===== src/hw/rtl/mmt_pkg.sv =====
// Shared constants, types and controller/datapath interface structs of the tracker.
`timescale 1ns / 1ps

package mmt_pkg;

    localparam int MAX_SAMPLES = 65535;

    localparam int TEMP_W  = 14;
    localparam int PRESS_W = 11;
    localparam int CNT_W   = $clog2(MAX_SAMPLES + 1);
    localparam int TSUM_W  = TEMP_W + CNT_W;
    localparam int PSUM_W  = PRESS_W + CNT_W;

    // Shared divider: dividend is the widest sum magnitude, quotient fits the temperature width.
    localparam int DVD_W   = TSUM_W;
    localparam int QUO_W   = TEMP_W;
    localparam int STEP_W  = $clog2(QUO_W + 1);

    localparam logic REQ_SAMPLE = 1'b0;
    localparam logic REQ_READ   = 1'b1;

    localparam logic DIV_SEL_PRESS = 1'b0;
    localparam logic DIV_SEL_TEMP  = 1'b1;

    typedef enum logic [6:0] {
        S_IDLE   = 7'b0000001,
        S_EXEC   = 7'b0000010,
        S_PGO    = 7'b0000100,
        S_PWAIT  = 7'b0001000,
        S_TGO    = 7'b0010000,
        S_TWAIT  = 7'b0100000,
        S_OUT    = 7'b1000000
    } t_state;

    typedef struct packed {
        logic load_in;
        logic exec;
        logic div_start;
        logic div_sel;
        logic mean_wr;
        logic out_load;
    } t_cmd;

    typedef struct packed {
        logic need_div;
        logic div_done;
        logic out_free;
    } t_stat;

endpackage


===== src/hw/rtl/dual_channel_min_max_mean_tracker_unit.sv =====
// Top level of the dual-channel running min/max/mean tracker.
`timescale 1ns / 1ps

// Running statistics for a temperature channel (signed centidegrees) and a
// pressure channel (unsigned hPa). Each input transfer is either a sample
// (req_type 0) or a read (req_type 1), and each gives exactly one result
// transfer. A sample is taken only if its pressure is nonzero; accepted reports
// this, and all other result fields of a sample are zero. A taken sample
// becomes the current value and updates min and max; while the count is below
// MAX_SAMPLES it also adds to the sums and both means are recomputed as
// sum / count, truncated toward zero. The first sample after a clear seeds min,
// max, mean and sum. A read returns current, min, max and mean of both
// channels, then clears count and sums (min, max, mean and current stay).
// A sample that recomputes the means occupies the block from its input transfer
// until the next one can be taken, set by one shared restoring divider that
// produces one quotient bit per cycle (14 steps) and runs once for pressure and
// once for temperature. Reads, rejected samples, seeding samples and samples at
// the count limit skip the divider. The result sits in an output register, so a
// new input transfer can be taken while the previous result waits on a stalled
// output.

module dual_channel_min_max_mean_tracker_unit
    import mmt_pkg::*;
(
    input  logic                      i_clk,
    input  logic                      i_rst_n,
    input  logic                      i_in_valid,
    output logic                      o_in_stall,
    input  logic                      i_req_type,
    input  logic signed [TEMP_W-1:0]  i_temperature_in,
    input  logic [PRESS_W-1:0]        i_pressure_in,
    output logic                      o_out_valid,
    input  logic                      i_out_stall,
    output logic                      o_accepted,
    output logic signed [TEMP_W-1:0]  o_current_temperature,
    output logic [PRESS_W-1:0]        o_latest_pressure,
    output logic signed [TEMP_W-1:0]  o_min_temperature,
    output logic signed [TEMP_W-1:0]  o_max_temperature,
    output logic signed [TEMP_W-1:0]  o_mean_temperature,
    output logic [PRESS_W-1:0]        o_lowest_pressure,
    output logic [PRESS_W-1:0]        o_highest_pressure,
    output logic [PRESS_W-1:0]        o_mean_pressure
);

    t_cmd  w_cmd;
    t_stat w_stat;

    // Sequencer: accept, update, divide pressure then temperature, hand off result.
    mmt_ctrl u_ctrl (
        .i_clk      (i_clk),
        .i_rst_n    (i_rst_n),
        .i_in_valid (i_in_valid),
        .o_in_stall (o_in_stall),
        .i_stat     (w_stat),
        .o_cmd      (w_cmd)
    );

    // Stores, sums, count, divider and output register.
    mmt_dpath u_dpath (
        .i_clk                 (i_clk),
        .i_rst_n               (i_rst_n),
        .i_cmd                 (w_cmd),
        .o_stat                (w_stat),
        .i_req_type            (i_req_type),
        .i_temperature_in      (i_temperature_in),
        .i_pressure_in         (i_pressure_in),
        .i_out_stall           (i_out_stall),
        .o_out_valid           (o_out_valid),
        .o_accepted            (o_accepted),
        .o_current_temperature (o_current_temperature),
        .o_latest_pressure     (o_latest_pressure),
        .o_min_temperature     (o_min_temperature),
        .o_max_temperature     (o_max_temperature),
        .o_mean_temperature    (o_mean_temperature),
        .o_lowest_pressure     (o_lowest_pressure),
        .o_highest_pressure    (o_highest_pressure),
        .o_mean_pressure       (o_mean_pressure)
    );

endmodule


===== src/hw/rtl/mmt_div.sv =====
// Iterative restoring divider, one quotient bit per cycle.
`timescale 1ns / 1ps

module mmt_div
    import mmt_pkg::*;
(
    input  logic               i_clk,
    input  logic               i_rst_n,
    input  logic               i_start,
    input  logic [DVD_W-1:0]   i_dividend,
    input  logic [CNT_W-1:0]   i_divisor,
    output logic               o_done,
    output logic [QUO_W-1:0]   o_quotient
);

    logic [CNT_W-1:0]  r_rem;
    logic [QUO_W-1:0]  r_dvd;
    logic [CNT_W-1:0]  r_dsr;
    logic [STEP_W-1:0] r_step;
    logic              r_busy;
    logic              r_done;

    logic [CNT_W:0]    w_trial;
    logic              w_fit;

    // Quotient is known to fit QUO_W bits, so the top dividend bits start below the divisor.
    assign w_trial = {r_rem, r_dvd[QUO_W-1]};
    assign w_fit   = (w_trial >= {1'b0, r_dsr});

    always_ff @(posedge i_clk) begin
        if (!i_rst_n) begin
            r_busy <= 1'b0;
            r_done <= 1'b0;
            r_step <= '0;
        end else begin
            r_done <= 1'b0;
            if (i_start) begin
                r_busy <= 1'b1;
                r_step <= STEP_W'(QUO_W);
            end else if (r_busy) begin
                r_step <= r_step - 1'b1;
                if (r_step == STEP_W'(1)) begin
                    r_busy <= 1'b0;
                    r_done <= 1'b1;
                end
            end
        end
    end

    always_ff @(posedge i_clk) begin
        if (i_start) begin
            r_rem <= i_dividend[DVD_W-1:QUO_W];
            r_dvd <= i_dividend[QUO_W-1:0];
            r_dsr <= i_divisor;
        end else if (r_busy) begin
            r_rem <= w_fit ? CNT_W'(w_trial - {1'b0, r_dsr}) : w_trial[CNT_W-1:0];
            r_dvd <= {r_dvd[QUO_W-2:0], w_fit};
        end
    end

    assign o_done     = r_done;
    assign o_quotient = r_dvd;

endmodule


===== src/hw/rtl/mmt_ctrl.sv =====
// Controller state machine sequencing update, two mean divisions and result transfer.
`timescale 1ns / 1ps

module mmt_ctrl
    import mmt_pkg::*;
(
    input  logic  i_clk,
    input  logic  i_rst_n,
    input  logic  i_in_valid,
    output logic  o_in_stall,
    input  t_stat i_stat,
    output t_cmd  o_cmd
);

    t_state r_state;
    t_state n_state;

    always_comb begin
        n_state = r_state;
        o_cmd   = '0;
        unique case (r_state)
            S_IDLE: begin
                if (i_in_valid) begin
                    o_cmd.load_in = 1'b1;
                    n_state       = S_EXEC;
                end
            end
            S_EXEC: begin
                o_cmd.exec = 1'b1;
                n_state    = i_stat.need_div ? S_PGO : S_OUT;
            end
            S_PGO: begin
                o_cmd.div_start = 1'b1;
                o_cmd.div_sel   = DIV_SEL_PRESS;
                n_state         = S_PWAIT;
            end
            S_PWAIT: begin
                o_cmd.div_sel = DIV_SEL_PRESS;
                if (i_stat.div_done) begin
                    o_cmd.mean_wr = 1'b1;
                    n_state       = S_TGO;
                end
            end
            S_TGO: begin
                o_cmd.div_start = 1'b1;
                o_cmd.div_sel   = DIV_SEL_TEMP;
                n_state         = S_TWAIT;
            end
            S_TWAIT: begin
                o_cmd.div_sel = DIV_SEL_TEMP;
                if (i_stat.div_done) begin
                    o_cmd.mean_wr = 1'b1;
                    n_state       = S_OUT;
                end
            end
            S_OUT: begin
                if (i_stat.out_free) begin
                    o_cmd.out_load = 1'b1;
                    n_state        = S_IDLE;
                end
            end
            default: n_state = S_IDLE;
        endcase
    end

    always_ff @(posedge i_clk) begin
        if (!i_rst_n) begin
            r_state <= S_IDLE;
        end else begin
            r_state <= n_state;
        end
    end

    assign o_in_stall = (r_state != S_IDLE);

endmodule


===== src/hw/rtl/mmt_dpath.sv =====
// Datapath: statistics stores, sums, count, shared divider hookup and output register.
`timescale 1ns / 1ps

module mmt_dpath
    import mmt_pkg::*;
(
    input  logic                      i_clk,
    input  logic                      i_rst_n,
    input  t_cmd                      i_cmd,
    output t_stat                     o_stat,
    input  logic                      i_req_type,
    input  logic signed [TEMP_W-1:0]  i_temperature_in,
    input  logic [PRESS_W-1:0]        i_pressure_in,
    input  logic                      i_out_stall,
    output logic                      o_out_valid,
    output logic                      o_accepted,
    output logic signed [TEMP_W-1:0]  o_current_temperature,
    output logic [PRESS_W-1:0]        o_latest_pressure,
    output logic signed [TEMP_W-1:0]  o_min_temperature,
    output logic signed [TEMP_W-1:0]  o_max_temperature,
    output logic signed [TEMP_W-1:0]  o_mean_temperature,
    output logic [PRESS_W-1:0]        o_lowest_pressure,
    output logic [PRESS_W-1:0]        o_highest_pressure,
    output logic [PRESS_W-1:0]        o_mean_pressure
);

    // Captured item
    logic                      r_req;
    logic signed [TEMP_W-1:0]  r_t;
    logic [PRESS_W-1:0]        r_p;

    // Statistics state
    logic signed [TEMP_W-1:0]  r_cur_t, r_min_t, r_max_t, r_mean_t;
    logic [PRESS_W-1:0]        r_cur_p, r_min_p, r_max_p, r_mean_p;
    logic signed [TSUM_W-1:0]  r_tsum;
    logic [PSUM_W-1:0]         r_psum;
    logic [CNT_W-1:0]          r_count;

    // Result flags and output stage
    logic                      r_res_acc;
    logic                      r_res_read;
    logic                      r_out_valid;
    logic                      r_o_acc;
    logic signed [TEMP_W-1:0]  r_o_cur_t, r_o_min_t, r_o_max_t, r_o_mean_t;
    logic [PRESS_W-1:0]        r_o_cur_p, r_o_min_p, r_o_max_p, r_o_mean_p;

    logic                      w_is_read;
    logic                      w_take;
    logic                      w_first;
    logic                      w_below;
    logic [TSUM_W-1:0]         w_tmag;
    logic [DVD_W-1:0]          w_dividend;
    logic                      w_div_done;
    logic [QUO_W-1:0]          w_quo;
    logic [TEMP_W-1:0]         w_tq;

    assign w_is_read = (r_req == REQ_READ);
    assign w_take    = !w_is_read && (r_p != '0);
    assign w_first   = (r_count == '0);
    assign w_below   = (r_count < CNT_W'(MAX_SAMPLES));

    assign w_tmag     = r_tsum[TSUM_W-1] ? (~r_tsum + 1'b1) : r_tsum;
    assign w_dividend = (i_cmd.div_sel == DIV_SEL_TEMP) ? DVD_W'(w_tmag) : DVD_W'(r_psum);
    assign w_tq       = w_quo[TEMP_W-1:0];

    mmt_div u_div (
        .i_clk      (i_clk),
        .i_rst_n    (i_rst_n),
        .i_start    (i_cmd.div_start),
        .i_dividend (w_dividend),
        .i_divisor  (r_count),
        .o_done     (w_div_done),
        .o_quotient (w_quo)
    );

    always_ff @(posedge i_clk) begin
        if (i_cmd.load_in) begin
            r_req <= i_req_type;
            r_t   <= i_temperature_in;
            r_p   <= i_pressure_in;
        end
    end

    always_ff @(posedge i_clk) begin
        if (!i_rst_n) begin
            r_cur_t    <= '0;
            r_cur_p    <= '0;
            r_min_t    <= '0;
            r_max_t    <= '0;
            r_min_p    <= '0;
            r_max_p    <= '0;
            r_mean_t   <= '0;
            r_mean_p   <= '0;
            r_tsum     <= '0;
            r_psum     <= '0;
            r_count    <= '0;
            r_res_acc  <= 1'b0;
            r_res_read <= 1'b0;
        end else begin
            if (i_cmd.exec) begin
                r_res_acc  <= w_is_read || w_take;
                r_res_read <= w_is_read;
                if (w_is_read) begin
                    r_count <= '0;
                    r_tsum  <= '0;
                    r_psum  <= '0;
                end else if (w_take) begin
                    r_cur_t <= r_t;
                    r_cur_p <= r_p;
                    if (w_first) begin
                        // First sample after a clear seeds every statistic.
                        r_min_t  <= r_t;
                        r_max_t  <= r_t;
                        r_mean_t <= r_t;
                        r_min_p  <= r_p;
                        r_max_p  <= r_p;
                        r_mean_p <= r_p;
                        r_tsum   <= TSUM_W'(r_t);
                        r_psum   <= PSUM_W'(r_p);
                        r_count  <= CNT_W'(1);
                    end else begin
                        if (r_t < r_min_t) begin
                            r_min_t <= r_t;
                        end else if (r_t > r_max_t) begin
                            r_max_t <= r_t;
                        end
                        if (r_p < r_min_p) begin
                            r_min_p <= r_p;
                        end else if (r_p > r_max_p) begin
                            r_max_p <= r_p;
                        end
                        if (w_below) begin
                            r_count <= r_count + 1'b1;
                            r_tsum  <= r_tsum + TSUM_W'(r_t);
                            r_psum  <= r_psum + PSUM_W'(r_p);
                        end
                    end
                end
            end
            if (i_cmd.mean_wr) begin
                if (i_cmd.div_sel == DIV_SEL_TEMP) begin
                    r_mean_t <= r_tsum[TSUM_W-1] ? -$signed(w_tq) : $signed(w_tq);
                end else begin
                    r_mean_p <= w_quo[PRESS_W-1:0];
                end
            end
        end
    end

    // Output stage: hold the result until the downstream side takes the transfer.
    always_ff @(posedge i_clk) begin
        if (!i_rst_n) begin
            r_out_valid <= 1'b0;
        end else if (i_cmd.out_load) begin
            r_out_valid <= 1'b1;
        end else if (!i_out_stall) begin
            r_out_valid <= 1'b0;
        end
    end

    always_ff @(posedge i_clk) begin
        if (i_cmd.out_load) begin
            r_o_acc    <= r_res_acc;
            r_o_cur_t  <= r_res_read ? r_cur_t  : '0;
            r_o_cur_p  <= r_res_read ? r_cur_p  : '0;
            r_o_min_t  <= r_res_read ? r_min_t  : '0;
            r_o_max_t  <= r_res_read ? r_max_t  : '0;
            r_o_mean_t <= r_res_read ? r_mean_t : '0;
            r_o_min_p  <= r_res_read ? r_min_p  : '0;
            r_o_max_p  <= r_res_read ? r_max_p  : '0;
            r_o_mean_p <= r_res_read ? r_mean_p : '0;
        end
    end

    assign o_stat.need_div = w_take && !w_first && w_below;
    assign o_stat.div_done = w_div_done;
    assign o_stat.out_free = !r_out_valid || !i_out_stall;

    assign o_out_valid           = r_out_valid;
    assign o_accepted            = r_o_acc;
    assign o_current_temperature = r_o_cur_t;
    assign o_latest_pressure     = r_o_cur_p;
    assign o_min_temperature     = r_o_min_t;
    assign o_max_temperature     = r_o_max_t;
    assign o_mean_temperature    = r_o_mean_t;
    assign o_lowest_pressure     = r_o_min_p;
    assign o_highest_pressure    = r_o_max_p;
    assign o_mean_pressure       = r_o_mean_p;

endmodule

===== config.mk =====
export PLATFORM = sky130hd
export DESIGN_NAME = dual_channel_min_max_mean_tracker_unit
export DESIGN_NICKNAME = d
export VERILOG_FILES = /design/src/hw/rtl/mmt_pkg.sv /design/src/hw/rtl/dual_channel_min_max_mean_tracker_unit.sv /design/src/hw/rtl/mmt_div.sv /design/src/hw/rtl/mmt_ctrl.sv /design/src/hw/rtl/mmt_dpath.sv
export SDC_FILE = /design/constraint.sdc
export NUM_CORES = 1
export LEC_CHECK = 0
export BUFFER_PORTS_ARGS = -buffer_cell sky130_fd_sc_hd__buf_2
export CORE_MARGIN = 4
export CORE_UTILIZATION = 61
export DETAILED_ROUTE_END_ITERATION = 6
export PLACE_DENSITY = 0.86
export SYNTH_ARGS = -nofsm -noshare
export SYNTH_HDL_FRONTEND = slang
export SYNTH_SLANG_ARGS = --single-unit

===== constraint.sdc =====
create_clock -name i_clk -period 7.55 [get_ports i_clk]
set_clock_uncertainty 0.15 [all_clocks]
set_input_delay 0.755 -clock i_clk [delete_from_list [all_inputs] [get_ports i_clk]]
set_output_delay 0.755 -clock i_clk [all_outputs]
set_load 0.005 [all_outputs]

==> key figures <==
Clock network
  – CTS Hold Bufs: 0
  – CTS buffer count: 39
  – Root Buffer: clkbuf_16
  – Clk slew on worst S/H paths: 60 ps
  – Resized Gates After CTS: 0
  – Clk_lat worst skew: 540 ps
  – Post-CTS Setup Bufs: 0
  – Max Buffers Root-to-Sink: 3
  – H-tree depth: 2
  – TritonCTS clock tree: done
  – Clk sinks: 362

Die
  – DIE HEIGHT: between 150 and 200 um
  – Die width: 184 um
  – CORE AREA: 30700 um^2
  – Initial Util: 61.8%
  – # rows: 64
  – # IOs: 133
  – Die area: 34000 um^2

Layout
  – Layout cells sized above 1: 12.0%
  – Final non-filler cell total: roughly 2500
  – Area Overhead vs Synth: 12.1%
  – # diodes: 0
  – Final instance area: 21300 um^2
  – Net count, final: 2228

Setup path
  – Worst EP arrival: 3890 ps
  – Reg2Reg Depth: 10
  – Crit path max fanout: 13
  – FF-to-FF setup slack: 3780 ps
  – Worst r2r src: u_dpath.u_div.r_rem[0]
  – WS Path Type: reg2reg
  – R2r endpoint: u_dpath.u_div.r_rem[14]
  – Critical Path Source: u_dpath.u_div.r_rem[0]
  – CP Capture Type: register
  – Critical path endpoint: u_dpath.u_div.r_rem[14]
  – Crit path required time: 7670 ps
  – Worst setup SP type: register

Detailed routing
  – TritonRoute pass-1 iters: 6
  – DRT antenna net count: 0
  – Drt via density: 6.21
  – Routed vias: 15600
  – Remaining DRCs: 0
  – WL per Instance: 19.6 um
  – Final wirelength: approximately 49000 um
  – Initial drt markers: 1524

Logic synthesis
  – Async set-reset flop share out of synthesis: 0%
  – Synth Register Bits: 362
  – Number of synthesized flops with an enable pin: around 170
  – Synth Net Count: roughly 2100
  – Synth Area per Inst: 9.56 um^2
  – Yosys cell types: 83
  – Largest area contributor in the netlist: edfxtp_1
  – Synthesized area: 19000 um^2
  – Dominant synthesized flop cell: dfxtp_1
  – Post-synthesis sequential area ratio: 47.3%
  – Cells after Synth: about 2000
  – Syn. warnings: 0
  – Count leader, synth: nand2_1
  – Area contributors post-synth: edfxtp_1, dfxtp_1, ha_1
  – Post-synth top cells: nand2_1, dfxtp_1, nor2_1, edfxtp_1, a21oi_1
  – Share of the synthesized area in the top cell type: 27.4%

Job
  – Max Cap Viol: 0

Timing
  – Max-slew headroom: 13.8%
  – Max frequency: 265 MHz
  – Tcrit/Tclk final: between 40 and 50%
  – Final Hold Viols: 0
  – Final worst path period need: about 3800 ps
  – RSZ-0062 raised after global routing: no
  – TNS Setup: 0 ps
  – Slew @ Worst Pin: 1290 ps
  – Worst Hold Slack: 240 ps
  – Finish-stage setup viols: 0
  – Final max-slew violation count: 0

Power and ir drop
  – Tot Pwr: 4720 uW
  – Worst vdd ir: approximately 0.00024 V
  – Power Dens Cells: approximately 220 nW/um^2
  – LEAKAGE: 0.00848 uW

Placement
  – Dpl hpwl: about 34000 um
  – Input/output buffers: 132
  – # placed instances: ~2400
  – Final RePlAce weighted congestion: 0.908
  – DP Area: between 15000 and 20000 um^2

Global routing
  – Initial antenna violation count: 0
  – Vias in the first global route: 15300
  – Largest net degree at the start of global routing: around 110
  – Total global-route track usage: 28.9%
  – First-pass GRT wire length: 79700 um
  – Gr ovfl total: 0

Run status
  – Status: finished, final reports clean

Worst hold path
  – Hold Path Class: in2reg
[worst max-delay path, cell delays in order (launching register included)]
cell       delay [ps]
edfxtp_1          400
ha_1              320
nor2b_1           130
o21a_1            130
o21ai_1           150
a2111oi_2         440
o41ai_1           130
a32oi_1           890
buf_4             360
nor2_1             70
a311o_1           320
[sequential cells by signal (all words and copies together) (netlist names), 14 cells and up]
| name | flops |
|---|---|
| u_dpath.r_max_t | 14 |
| u_dpath.r_count | 16 |
| u_dpath.r_t | 14 |
| u_dpath.r_min_t | 14 |
| u_dpath.o_mean_temperature | 14 |
| u_dpath.o_current_temperature | 14 |
| u_dpath.u_div.o_quotient | 14 |
| u_dpath.o_max_temperature | 14 |
| u_dpath.u_div.r_rem | 16 |
| u_dpath.o_min_temperature | 14 |
| u_dpath.r_psum | 27 |
| u_dpath.r_cur_t | 14 |
| u_dpath.u_div.r_dsr | 16 |
| u_dpath.r_mean_t | 14 |
| u_dpath.r_tsum | 30 |
[where the power goes]
group          switching [uW]  total [uW]  internal, uW
combinational             326         539           213
clock                     801        1940          1140
sequential                129        2240          2110
total                    1260        4720          3460
[logic make-up (layout without fill, tap and decap cells)]
logic type | count (synthesis) | after routing | share of synthesized area [%]
AO/OA/AOI/OAI | 448 | 448 | 15.2
buffers and inverters | 186 | 318 | 3.84
multiplexers | 56 | 56 | 2.96
flip-flops | 362 | 362 | 47.3
AND/OR/NAND/NOR | 712 | 712 | 18.2
adder cells (fa/ha/maj) | 113 | 113 | 7.57
XOR/XNOR | 106 | 106 | 4.89
[per-stage QoR]
stage / util [%] / worst slack [ps]
6_report: 69.3 / 3780
5_1_grt: 69.3 / 3450
4_1_cts: 69.3 / 3840
3_5_place_dp: 65.0 / 3850
3_3_place_gp: 65.0 / 3900
2_1_floorplan: - / 1130
[worst min-delay path by stage]
stage,cells after the start,slack (ps),endpoint,startpoint
2_1_floorplan,0,260,u_dpath.o_accepted,u_dpath.r_res_acc
3_3_place_gp,0,260,u_dpath.o_accepted,u_dpath.r_res_acc
3_5_place_dp,0,270,u_dpath.o_accepted,u_dpath.r_res_acc
4_1_cts,1,230,u_dpath.r_t[8],i_temperature_in[8]
5_1_grt,1,220,u_dpath.r_p[4],i_pressure_in[4]
6_report,1,240,u_dpath.r_t[3],i_temperature_in[3]
[area by class of cell]
cell class                      instances  area (um^2)
Fill cell                            2216         9410
Multi-Input combinational cell       1435         9290
Sequential cell                       362         8980
Clock buffer                           48         1090
Timing Repair Buffer                  153          818
Tap cell                              396          495
Inverter                               94          355
Clock inverter                         23          230
[metal layers]
layer / up-vias / wire length (um) / global-route usage, %
li1: 7295 / - / -
met2: 772 / 22800 / 46.7
met5: - / 0 / 0
met4: 0 / 1930 / 10.5
met3: 175 / 4840 / 4.70
met1: 7360 / 19800 / 39.5
[cells in the final DEF (no fill, tap or decap), drive strengths merged, types with 27 or more instances in the layout]
cell type,netlist,routed
inv,93,97
clkbuf,71,48
ha,110,110
nor2,182,182
nand2,217,217
xor2,33,33
edfxtp,173,173
a21o,34,34
nand3,61,61
a311oi,27,27
buf,21,153
mux2i,56,56
dfxtp,189,189
a21oi,135,135
and2,110,110
nor3,34,34
xnor2,73,73
o21ai,108,108
No activity file was read; power rests on OpenSTA's default activity.
